## config.mk

```make
export PLATFORM = sky130hd
export DESIGN_NAME = wildcard_regex_matcher_unit_flat
export DESIGN_NICKNAME = d
export VERILOG_FILES = /design/src/sv/wrm_pkg.sv /design/src/sv/wrm_if.sv /design/src/sv/wrm_cell.sv /design/src/sv/wildcard_regex_matcher_unit.sv /design/src/flat_wrapper.sv
export SDC_FILE = /design/constraint.sdc
export NUM_CORES = 1
export LEC_CHECK = 0
export ABC_AREA = 1
export ABC_CLOCK_PERIOD_IN_PS = 3130
export BUFFER_PORTS_ARGS = -buffer_cell sky130_fd_sc_hd__buf_2
export CELL_PAD_IN_SITES_DETAIL_PLACEMENT = 2
export CELL_PAD_IN_SITES_GLOBAL_PLACEMENT = 2
export CORE_UTILIZATION = 38
export DETAILED_ROUTE_END_ITERATION = 10
export PLACE_DENSITY_LB_ADDON = 0.05
export REMOVE_ABC_BUFFERS = 1
export SYNTH_ARGS = -nofsm -noshare
export SYNTH_HDL_FRONTEND = slang
export SYNTH_SLANG_ARGS = --single-unit
```

## constraint.sdc

```tcl
create_clock -name clk_i -period 3.13 [get_ports clk_i]
set_clock_uncertainty 0.15 [all_clocks]
set_input_delay 0.313 -clock clk_i [delete_from_list [all_inputs] [get_ports clk_i]]
set_output_delay 0.313 -clock clk_i [all_outputs]
set_load 0.005 [all_outputs]
```

## src/sv/wrm_pkg.sv

```systemverilog
// ----------------------------------------------------------------------------
// wrm_pkg
// Shared constants and types of the wildcard pattern matcher.
// ----------------------------------------------------------------------------
package wrm_pkg;

  localparam int MAX_PATTERN = 16;
  localparam int REG_BYTES   = 16;
  localparam int LEN_CAP     = (MAX_PATTERN < REG_BYTES) ? MAX_PATTERN : REG_BYTES;
  localparam int NUM_CELLS   = LEN_CAP;
  localparam int ROW_W       = NUM_CELLS + 1;
  localparam int LEN_W       = $clog2(ROW_W);
  localparam int PAT_W       = 8 * REG_BYTES;
  localparam int CFG_W       = 64;
  localparam int CFG_IDX_W   = 2;
  localparam int LEN_REG_W   = 5;

  localparam logic [7:0] STAR_CH = 8'h2A;
  localparam logic [7:0] DOT_CH  = 8'h2E;

  localparam logic [CFG_IDX_W-1:0] CFG_PAT_LOW  = 2'd0;
  localparam logic [CFG_IDX_W-1:0] CFG_PAT_HIGH = 2'd1;
  localparam logic [CFG_IDX_W-1:0] CFG_PAT_LEN  = 2'd2;

  typedef struct packed {
    logic [7:0] pat;
    logic       d;
    logic       n;
    logic       s;
    logic       n_prev;
    logic       s_prev;
    logic       live;
  } wrm_link_t;

endpackage

```

## src/sv/wrm_if.sv

```systemverilog
// ----------------------------------------------------------------------------
// wrm_if
// Handshake channels for text words in and verdict words out.
// ----------------------------------------------------------------------------
interface wrm_text_if;
  logic       valid;
  logic       ready;
  logic [7:0] text_byte;
  logic       text_end;

  modport source (output valid, output text_byte, output text_end, input ready);
  modport sink   (input valid, input text_byte, input text_end, output ready);
endinterface

interface wrm_result_if;
  logic valid;
  logic ready;
  logic matched;

  modport source (output valid, output matched, input ready);
  modport sink   (input valid, input matched, output ready);
endinterface

```

## src/sv/wrm_cell.sv

```systemverilog
// ----------------------------------------------------------------------------
// wrm_cell
// One pattern position: holds its prefix-match bit and computes the start
// bit and the next bit from its own pattern byte and its left neighbor.
// ----------------------------------------------------------------------------
module wrm_cell import wrm_pkg::*; (
  input  logic       clk_i,
  input  logic [7:0] pat_i,
  input  logic       restart_i,
  input  logic       step_i,
  input  logic [7:0] text_byte_i,
  input  wrm_link_t  link_i,
  output wrm_link_t  link_o
);

  logic row_q, row_d;
  logic is_star, hit_own, hit_prev;
  logic s_bit, d_bit, n_bit;

  always_comb begin
    is_star  = (pat_i == STAR_CH);
    hit_own  = (pat_i == DOT_CH) || (pat_i == text_byte_i);
    hit_prev = (link_i.pat == DOT_CH) || (link_i.pat == text_byte_i);
    s_bit    = is_star && link_i.live && link_i.s_prev;
    d_bit    = restart_i ? s_bit : row_q;
    if (is_star) begin
      n_bit = link_i.live && (link_i.n_prev || (d_bit && hit_prev));
    end else begin
      n_bit = link_i.d && hit_own;
    end
    row_d = step_i ? n_bit : row_q;
  end

  always_ff @(posedge clk_i) begin
    row_q <= row_d;
  end

  always_comb begin
    link_o.pat    = pat_i;
    link_o.d      = d_bit;
    link_o.n      = n_bit;
    link_o.s      = s_bit;
    link_o.n_prev = link_i.n;
    link_o.s_prev = link_i.s;
    link_o.live   = 1'b1;
  end

endmodule

```

## src/sv/wildcard_regex_matcher_unit.sv

```systemverilog
// ----------------------------------------------------------------------------
// wildcard_regex_matcher_unit
// An end word's verdict is registered and shown in the cycle after acceptance.
// Throughput: one text word per cycle, set by the registered update of the row
// of match cells; a verdict held by a stalled receiver blocks input until it is
// taken. Reset clears the pattern and starts from the empty text.
// ----------------------------------------------------------------------------
module wildcard_regex_matcher_unit import wrm_pkg::*; (
  input  logic                 clk_i,
  input  logic                 rst_ni,
  input  logic                 cfg_we_i,
  input  logic [CFG_IDX_W-1:0] cfg_idx_i,
  input  logic [CFG_W-1:0]     cfg_wdata_i,
  wrm_text_if.sink             text_i,
  wrm_result_if.source         result_o
);

  logic [CFG_W-1:0]     pat_low_q, pat_high_q;
  logic [LEN_REG_W-1:0] len_q;
  logic                 restart_q, restart_d;
  logic                 out_valid_q, matched_q;
  logic                 cfg_hit, accept, step, fin;
  logic [PAT_W-1:0]     pattern;
  logic [LEN_W-1:0]     eff_len;
  logic [ROW_W-1:0]     d_vec;
  wrm_link_t            link [ROW_W];

  assign pattern = {pat_high_q, pat_low_q};
  assign eff_len = (len_q > LEN_REG_W'(LEN_CAP)) ? LEN_W'(LEN_CAP) : LEN_W'(len_q);

  always_comb begin
    unique case (cfg_idx_i) inside
      CFG_PAT_LOW, CFG_PAT_HIGH, CFG_PAT_LEN: cfg_hit = cfg_we_i;
      default:                                cfg_hit = 1'b0;
    endcase
  end

  always_ff @(posedge clk_i or negedge rst_ni) begin
    if (!rst_ni) begin
      pat_low_q  <= '0;
      pat_high_q <= '0;
      len_q      <= '0;
    end else if (cfg_we_i) begin
      unique case (cfg_idx_i)
        CFG_PAT_LOW:  pat_low_q  <= cfg_wdata_i;
        CFG_PAT_HIGH: pat_high_q <= cfg_wdata_i;
        CFG_PAT_LEN:  len_q      <= cfg_wdata_i[LEN_REG_W-1:0];
        default: ;
      endcase
    end
  end

  assign text_i.ready = !out_valid_q || result_o.ready;
  assign accept       = text_i.valid && text_i.ready;
  assign step         = accept && !text_i.text_end;
  assign fin          = accept && text_i.text_end;

  always_comb begin
    link[0].pat    = '0;
    link[0].d      = restart_q;
    link[0].n      = 1'b0;
    link[0].s      = 1'b1;
    link[0].n_prev = 1'b0;
    link[0].s_prev = 1'b0;
    link[0].live   = 1'b0;
  end

  for (genvar j = 1; j < ROW_W; j++) begin : g_cell
    wrm_cell u_cell (
      .clk_i       (clk_i),
      .pat_i       (pattern[(j-1)*8 +: 8]),
      .restart_i   (restart_q),
      .step_i      (step),
      .text_byte_i (text_i.text_byte),
      .link_i      (link[j-1]),
      .link_o      (link[j])
    );
  end

  for (genvar j = 0; j < ROW_W; j++) begin : g_row
    assign d_vec[j] = link[j].d;
  end

  always_comb begin
    restart_d = restart_q;
    if (cfg_hit || fin) begin
      restart_d = 1'b1;
    end else if (step) begin
      restart_d = 1'b0;
    end
  end

  always_ff @(posedge clk_i or negedge rst_ni) begin
    if (!rst_ni) begin
      restart_q   <= 1'b1;
      out_valid_q <= 1'b0;
    end else begin
      restart_q <= restart_d;
      if (fin) begin
        out_valid_q <= 1'b1;
      end else if (result_o.ready) begin
        out_valid_q <= 1'b0;
      end
    end
  end

  always_ff @(posedge clk_i) begin
    if (fin) begin
      matched_q <= d_vec[eff_len];
    end
  end

  assign result_o.valid   = out_valid_q;
  assign result_o.matched = matched_q;

  a_fin_gives_verdict : assert property (@(posedge clk_i) disable iff (!rst_ni)
    fin |=> out_valid_q && restart_q)
    else $error("end word did not raise a verdict and restart the row");

  a_step_clears_restart : assert property (@(posedge clk_i) disable iff (!rst_ni)
    step && !cfg_hit |=> !restart_q)
    else $error("text word did not leave the start row");

  a_no_overwrite : assert property (@(posedge clk_i) disable iff (!rst_ni)
    fin && out_valid_q |-> result_o.ready)
    else $error("pending verdict overwritten");

endmodule
```

## src/flat_wrapper.sv

```systemverilog
// flat-port wrapper written by rule: the top's interface ports become plain ports
module wildcard_regex_matcher_unit_flat import wrm_pkg::*;
  (clk_i, rst_ni, cfg_we_i, cfg_idx_i, cfg_wdata_i, text_i_valid, text_i_text_byte, text_i_text_end, text_i_ready, result_o_valid, result_o_matched, result_o_ready);
  wrm_text_if text_i_i ();
  wrm_result_if result_o_i ();
  input  logic clk_i;
  input  logic rst_ni;
  input  logic cfg_we_i;
  input  logic [CFG_IDX_W-1:0] cfg_idx_i;
  input  logic [CFG_W-1:0] cfg_wdata_i;
  input wire logic [$bits(text_i_i.valid)-1:0] text_i_valid;
  input wire logic [$bits(text_i_i.text_byte)-1:0] text_i_text_byte;
  input wire logic [$bits(text_i_i.text_end)-1:0] text_i_text_end;
  output wire logic [$bits(text_i_i.ready)-1:0] text_i_ready;
  output wire logic [$bits(result_o_i.valid)-1:0] result_o_valid;
  output wire logic [$bits(result_o_i.matched)-1:0] result_o_matched;
  input wire logic [$bits(result_o_i.ready)-1:0] result_o_ready;
  assign text_i_i.valid = text_i_valid;
  assign text_i_i.text_byte = text_i_text_byte;
  assign text_i_i.text_end = text_i_text_end;
  assign text_i_ready = text_i_i.ready;
  assign result_o_valid = result_o_i.valid;
  assign result_o_matched = result_o_i.matched;
  assign result_o_i.ready = result_o_ready;
  wildcard_regex_matcher_unit u_core (.clk_i(clk_i), .rst_ni(rst_ni), .cfg_we_i(cfg_we_i), .cfg_idx_i(cfg_idx_i), .cfg_wdata_i(cfg_wdata_i), .text_i(text_i_i), .result_o(result_o_i));
endmodule
```

* Word-level counts from Yosys, hierarchy flattened
Cells that the tools add are included.
** Word-level totals
- Register bits :: 152
- Bits of input ports :: 80
- Word-level logic and storage cells :: 196
** Operators by class
- Magnitude comparators :: 2
- Equal/unequal tests :: 50
- Mux-type cells :: 40
- Reduce and logical (&&, ||, !) cells :: 82
** Operators by type and width (number)
- $eq 8x6->1 const B :: 32
- $eq 8x8->1 :: 16
- $logic_and 1x1->1 :: 41
- $mux 1 :: 38
- $logic_or 1x1->1 :: 32
- $lt 5x6->1 const B :: 1
- $reduce_and 2->1 :: 3
- $bmux 1 s5 :: 1
- $gt 5x5->1 const B :: 1
- $mux 5 :: 1
- $reduce_bool 2->1 :: 2
- $reduce_or 3->1 :: 1
- $eq 2x1->1 const B :: 1
- $eq 2x2->1 const B :: 1
- $logic_not 1->1 :: 2
- $logic_not 2->1 :: 1

* Depth between registers and ports, before layout
Gate-level depths: netlist (run 1).
- Word-level depth :: 18
- Gate-level depth with buffers :: 22

* Modules after synthesis
From an unflattened synthesis (run 1), not the netlist that was laid out.
** Second synthesis, totals
- Cells, all modules :: 2081
- Area, all modules :: 13446.6 um^2
** By module, submodules not included
- wrm_cell :: instances 16, cells each 95, area each 510.5 um^2, sequential area each 30.0 um^2
- wildcard_regex_matcher_unit :: instances 1, cells each 561, area each 5278.8 um^2, sequential area each 3409.5 um^2

* Worst setup path before layout (run 1)
OpenSTA, ideal clock, no wires.
- Path kind :: flip-flop to flip-flop
- Start point :: register u_core.restart_q
- End point :: register u_core.g_cell[16].u_cell.row_q (data pin)
- Arrival :: 1.745 ns
- Slack :: 0.974 ns
- Cell stages (with the launch flop) :: 18
- Period minus slack after synthesis :: 2.156 ns
- Path through :: dfstp_2 clkinv_1 nand2_1 nand2_1 nand2_1 nand2_1 o21ai_1 nand2_1 nand2_2 nand2_1 nand2_1 nand2_1 nand2_1 nand2_1 nand2_1 nand2_1 nand2_2 a21oi_2
** RTL lines
- start: declaration :: RTL line wildcard_regex_matcher_unit.sv:20 : logic restart_q, restart_d;
- start signal: assignment :: RTL line wildcard_regex_matcher_unit.sv:98 : restart_q <= restart_d;
- end signal: assignment :: RTL line wrm_cell.sv:35 : row_q <= row_d;
- end: declaration :: RTL line wrm_cell.sv:16 : logic row_q, row_d;

==> flow_summary_export.csv, run 1 <==
group,metric,value,unit
sta,drv_slew,0,
clock_network,htreeDepth,4,
synthesis,synthArstFlopShare,88.8,%
sta,fin_crit_sh,85.0,%
placed_design,placed_cells_incl_taps,1443,
synthesis,synth_seq_area_share,44.9,%
clock_network,cts.path.max_buffers,2,
die,die_area,0.0234,mm^2
critical_path,crit_buf_inv,0,
pwr,ir_worst_vdd,260,uV
pwr,p_leak,0.00492,uW
layout,design_area,0.0102,mm^2
grt,grt_max_degree,72,
sta,worst_hold_slack,-0.00218,ns
synthesis,synth_cell_type_count,49,
clock_network,cts.clk_slew.worst_paths,0.08,ns
layout,stdcell_count,1503,
critical_path,crit_slowest_cell,"o21ai_0",
synthesis,synth.avg_cell_area,7.83,um^2
sta,slew_headroom,53.1,%
layout,drive_gt1_share,13.7,%
route,postRouteAntennaNets,0,
critical_path,required,3.28,ns
synthesis,synth_top_cell_by_area,"dfrtp_1",
clock_network,postCtsSetupBuffers,0,
synthesis,yosys_register_bits,152,
critical_path,critical_path_arrival,2.81,ns
critical_path,crit_chain,"nor2_1, nand3_1, nor2_2, nand4_2, nor2_2, nand4_1, o21ai_0, a21oi_1, a21oi_2",
grt,grt.total_usage,26.3,%
sta,max_freq,376,MHz
grt,grt_pass1_wl,47700,um
placed_design,placed_area,0.00934,mm^2
pwr,power_density,568,mW/mm^2
clock_network,cts_hold_buf,27,
critical_path,end_kind,"flop",
grt,grt_pass1_vias,8653,
synthesis,synth.top_cell.area_share,38.7,%
route,drc_errors,0,
layout,final_util,46.0,%
layout,fin_nets,1290,
die,start_util,39.2,%
synthesis,synth_ff_type,"dfrtp_1",
clock_network,numCtsBuffers,17,
synthesis,synthTopCellsByArea,"dfrtp_1 39%, nand2_1 13%, xnor2_1 8.6%, o21ai_0 8.5%, inv_1 6.9%",
synthesis,synth-edff-count,17,
synthesis,synth.most_common_cell,"nand2_1",
critical_path,critPathMaxFanout,4,
critical_path,crit_family,"simple AND/OR/NAND/NOR gates",
grt,antenna_found_initial,0,
outcome,violations,"negative hold slack",
die,row_count,54,
critical_path,critPathLaunchType,"flop",
route,first_pass_iters,4,
sta,rsz0062_at_grt,"false",
route,routed_wl,28800,um
route,drt_iter0_drc,277,
die,die_h,153,um
sta,layout_min_cycle_time,2.66,ns
layout,syn2layout_area_growth,17.5,%
critical_path,crit_top_cell,"nor2_2",
die,core_area,0.0221,mm^2
clock_network,cts_tree,"done",
critical_path,worstSetupPathType,"reg -> reg",
outcome,status,"finished with violations",
sta,tns,0,ns
route,viasPerCell,5.18,
die,ios,83,
clock_network,cts_sinks,152,
synthesis,synth_common_cells,"301 x nand2_1, 160 x inv_1, 147 x o21ai_0",
grt,grt_overflow,0,
placed_design,io_buffers,82,
clock_network,ctsResizeCount,0,
placed_design,gp_congestion,0.849,
sta,setup_viol,0,
synthesis,ys_warn_count,0,
worst_hold_path,hp-class,"in -> reg",
sta,hold_violations,1,
synthesis,syn_area,0.00866,mm^2
die,die_w,153,um
clock_network,cts-root-buf,"clkbuf_16",
synthesis,synth_cells,1106,
placed_design,dp_hpwl,20700,um
sta,tightestPinTransition,0.703,ns
route,post_drt_wl_per_cell,19.1,um
flow_run,cap_violations,0,
clock_network,insertion_delay,0.44,ns
layout,n_antenna_cell,0,
route,vias,7779,
critical_path,cp_slowest_stage_delay,0.49,ns
## power breakdown
group          internal (uW)  switching (uW)  leakage, uW  total [uW]
registers               2280             341      0.00185        2620
clock network           1050             975     0.000267        2020
logic                    483             651      0.00280        1130
## layout make-up
type	instances	area, um^2
Timing Repair Buffer	130	885
Inverter	167	627
Fill cell	2562	11900
Tap cell	280	350
Sequential cell	152	3890
Clock inverter	15	131
Clock buffer	17	425
Multi-Input combinational cell	742	3860
## sequential cells by signal (all words and copies together) (netlist names)
signal and count:
u_core.g_cell.u_cell.row_q 16, u_core.len_q 5, u_core.pat_high_q 64, u_core.pat_low_q 64, u_core.restart_q 1, u_core.result_o.matched 1, u_core.result_o.valid 1
## placed cells by master (no fill, tap or decap), types with 17 or more instances in the layout
cell type | synthesis | final
o21ai_0 | 147 | 147
xnor2_1 | 85 | 85
nand4_1 | 37 | 37
edfxtp_1 | 17 | 17
inv_1 | 160 | 160
nor2_1 | 53 | 53
buf_4 | 5 | 17
nand3_1 | 20 | 18
dlygate4sd3_1 | 0 | 28
dfrtp_1 | 134 | 134
nand2_1 | 301 | 301
clkbuf_16 | 0 | 17
buf_2 | 0 | 81
## metal layers
layer,vias to the layer above,track usage (%),part of all wire (%)
met4,0,8.23,1.7
li1,3711,-,-
met5,-,0,0
met1,3928,34.7,47
met3,29,3.63,2.6
met2,111,44.7,49
## stage by stage
stage          setup WS [ns]  total power (uW)
5_1_grt                0.223              6090
2_1_floorplan        0.00825              3270
3_3_place_gp           0.435              3680
3_5_place_dp           0.349              3760
6_report               0.470              5780
4_1_cts                0.389              5840
## kinds of logic (layout without fill, tap and decap cells)
group                  count (synthesis)  count (layout)  share of synthesized area [%]
AO/OA/AOI/OAI                        194             194                           12.2
AND/OR/NAND/NOR                      453             453                           22.6
flip-flops                           152             152                           44.9
buffers and inverters                212             329                           10.7
XOR/XNOR                              95              95                           9.61
## final timing paths
path	from	endpoint	slack [ns]	depth (start not counted)
hold / removal	cfg_wdata_i[52]	u_core.pat_low_q[52]	-0.002	3
setup reg to reg	u_core.pat_low_q[28]	u_core.g_cell[16].u_cell.row_q	0.47	9
setup / recovery	u_core.pat_low_q[28]	u_core.g_cell[16].u_cell.row_q	0.47	9
hold reg to reg	u_core.len_q[0]	u_core.len_q[0]	0.35	2
min in group asynchronous	rst_ni	u_core.pat_low_q[15]	0.30	2
max in group asynchronous	rst_ni	u_core.restart_q	1.77	3
## worst register-to-register path: cells and delay by family (launching register included)
family	cells	cell delay, ns
and+or+nand+nor	6	1.11
AOI/OAI and AO/OA	3	0.83
DFF	1	0.43
Note: power is estimated with default switching activity, not from simulation.
==> run 2: changes to the inputs <==
Settings changed: ABC_CLOCK_PERIOD_IN_PS 3130 to 2220, CORE_UTILIZATION 38 to 32.
Clock period 3.13 ns to 2.22 ns, I/O delays scaled along.
==> flow_summary_export.csv, run 2 (same netlist as run 1, synthesis figures left out) <==
group,metric,value,unit
die,start_util,32.9,%
clock_network,cts_sinks,152,
worst_hold_path,min_to,"u_core.restart_q",
die,die_h,166,um
layout,n_antenna_cell,0,
route,drt_iter0_drc,419,
critical_path,r2r_cells,22,
sta,slew_headroom,62.7,%
route,post_drt_wl_per_cell,19.3,um
clock_network,insertion_delay,0.44,ns
pwr,p_switching,2970,uW
worst_hold_path,hp-class,"in -> reg",
layout,reg_top3,"u_core.pat_high_q x64, u_core.pat_low_q x64, u_core.g_cell.u_cell.row_q x16",
critical_path,end_kind,"flop",
die,die_area,0.0277,mm^2
route,drc_errors,7,
grt,grt_max_degree,129,
outcome,status,"finished with violations",
grt,antenna_found_initial,0,
clock_network,htreeDepth,4,
layout,most-common-layout-cells,"276 x nand2_1, 166 x buf_4, 156 x inv_1",
pwr,power_frac_seq,40.4,%
critical_path,regToRegSetupSlack,-0.20,ns
critical_path,r2r_start,"u_core.pat_low_q[13]",
route,routed_wl,33900,um
pwr,pwr-share-comb,26.0,%
clock_network,numCtsBuffers,17,
pwr,p_int,6000,uW
pwr,ir_worst_vdd,493,uV
sta,fin_crit_sh,109,%
route,postRouteAntennaNets,0,
layout,nFillCells,2956,
grt,grt.total_usage,25.2,%
layout,layout_commonest_cell,"nand2_1",
sta,layout_min_cycle_time,2.42,ns
grt,grt_overflow,0,
sta,hold_violations,0,
critical_path,critPathMaxFanout,2,
pwr,power_density,737,mW/mm^2
critical_path,critical_path_arrival,2.45,ns
sta,setup_viol,8,
clock_network,cts.path.max_buffers,2,
sta,fin_ws,-0.201,ns
sta,tightestPinTransition,0.560,ns
pwr,p_leak,0.00595,uW
placed_design,gp_congestion,0.827,
sta,max_freq,413,MHz
clock_network,cts_tree,"done",
pwr,p_sw_share,33.1,%
critical_path,timing.rr.end,"u_core.g_cell[16].u_cell.row_q",
clock_network,cts.clk_slew.worst_paths,0.07,ns
placed_design,placed_area,0.0106,mm^2
pwr,p_clk_share,33.6,%
grt,grt_pass1_wl,53600,um
layout,fin_nets,1489,
flow_run,cap_violations,0,
grt,grt_pass1_vias,9620,
sta,rsz0062_at_grt,"true",
worst_hold_path,min_from,"cfg_we_i",
placed_design,dpl_worst_slack,-0.280,ns
critical_path,worstSetupPathType,"reg -> reg",
layout,final_util,46.3,%
route,first_pass_iters,7,
layout,syn2layout_area_growth,40.6,%
sta,drv_slew,0,
die,die_w,166,um
layout,stdcell_count,1757,
layout,drive_gt1_share,27.1,%
sta,worst_hold_slack,0.0231,ns
worst_hold_path,hold_path_depth,2,
die,core_area,0.0263,mm^2
clock_network,cts-root-buf,"clkbuf_16",
route,vias,8566,
layout,design_area,0.0122,mm^2
critical_path,critPathLaunchType,"flop",
placed_design,io_buffers,82,
critical_path,required,2.25,ns
placed_design,dp_hpwl,24300,um
placed_design,placed_cells_incl_taps,1643,
die,ios,83,
die,row_count,59,
outcome,violations,"design-rule violations, negative setup slack",
route,viasPerCell,4.88,
-- run 2: cell types whose count changed in the layout (fill, tap and decap cells not counted), moves of 4 or more --
cell	delta
nand2_2	+24
inv_2	+4
buf_12	+8
buf_4	+149
dlygate4sd3_1	+39
nand2_1	-25
nand3_2	+4
nand3_1	-4
dfrtp_2	+7
nor2_1	-9
dfrtp_1	-7
nor2_2	+6
inv_1	-4
-- run 2: worst max-delay path: stages, from the launching register on --
cell,delay [ns]
dfrtp_1,0.40
inv_2,0.07
buf_4,0.13
nand2_2,0.05
nand2_1,0.07
nand2_1,0.09
nor2_1,0.06
nand2_1,0.09
nand2_2,0.08
nand2_2,0.08
nand2_4,0.06
o21ai_2,0.12
nand2_1,0.08
nand2_2,0.07
nand2_2,0.05
nand2_1,0.07
nand2_1,0.07
nand2_2,0.08
nand2_2,0.05
nand2_2,0.08
nand2_2,0.05
nand2_2,0.08
a21oi_2,0.05
-- run 2: timing repair --
item | CTS | global route
gates resized for setup | 26 | 42
setup buffers | 7 | 8
hold buffers | 67 | 0
pin swaps | 22 | 25
hold endpoints to repair | 259 | 0
setup endpoints to repair | 8 | 11
-- run 2: final cells by class --
type	instances	area, um^2	share of cell area (%)
clock inverter	13	135	1.11
sequential	152	3900	32.0
tap	335	419	3.44
inverter	167	627	5.15
timing repair buffer	329	2590	21.3
multi-input combinational	742	4050	33.3
clock buffer	19	453	3.72
-- run 2: power groups by stage --
stage	Combinational, uW	Clock (uW)	Sequential, uW
global placement	2060	0	3630
global route	2590	3210	3670
detailed placement	2150	0	3650
floorplan	1030	0	3580
finish	2330	3020	3620
CTS	2300	3100	3610
-- run 2: worst max path at each step --
stage | startpoint | to | slack [ns] | cells after the start
after floorplan | cfg_idx_i[1] | u_core.pat_high_q[0] | -0.81 | 3
after global placement | text_i_text_byte[0] | u_core.g_cell[15].u_cell.row_q | -0.23 | 21
after detailed placement | text_i_text_byte[0] | u_core.g_cell[15].u_cell.row_q | -0.28 | 21
after CTS | u_core.pat_low_q[12] | u_core.g_cell[16].u_cell.row_q | -0.21 | 20
after global routing | u_core.pat_low_q[13] | u_core.g_cell[16].u_cell.row_q | -0.36 | 22
final | u_core.pat_low_q[13] | u_core.g_cell[16].u_cell.row_q | -0.20 | 22
-- run 2: through the flow --
step | setup TNS [ns] | total power (uW)
2_1_floorplan | -103.89 | 4610
3_3_place_gp | -0.837 | 5690
3_5_place_dp | -1.32 | 5800
4_1_cts | -0.852 | 9010
5_1_grt | -2.26 | 9470
6_report | -0.917 | 8970
-- run 2: routing by layer --
layer	up-vias	GRT usage, %	part of all wire, %
li1	4114	-	-
met2	110	45.1	51
met1	4304	30.8	44
met3	38	4.21	2.4
met4	0	7.69	2.1
met5	-	0	0
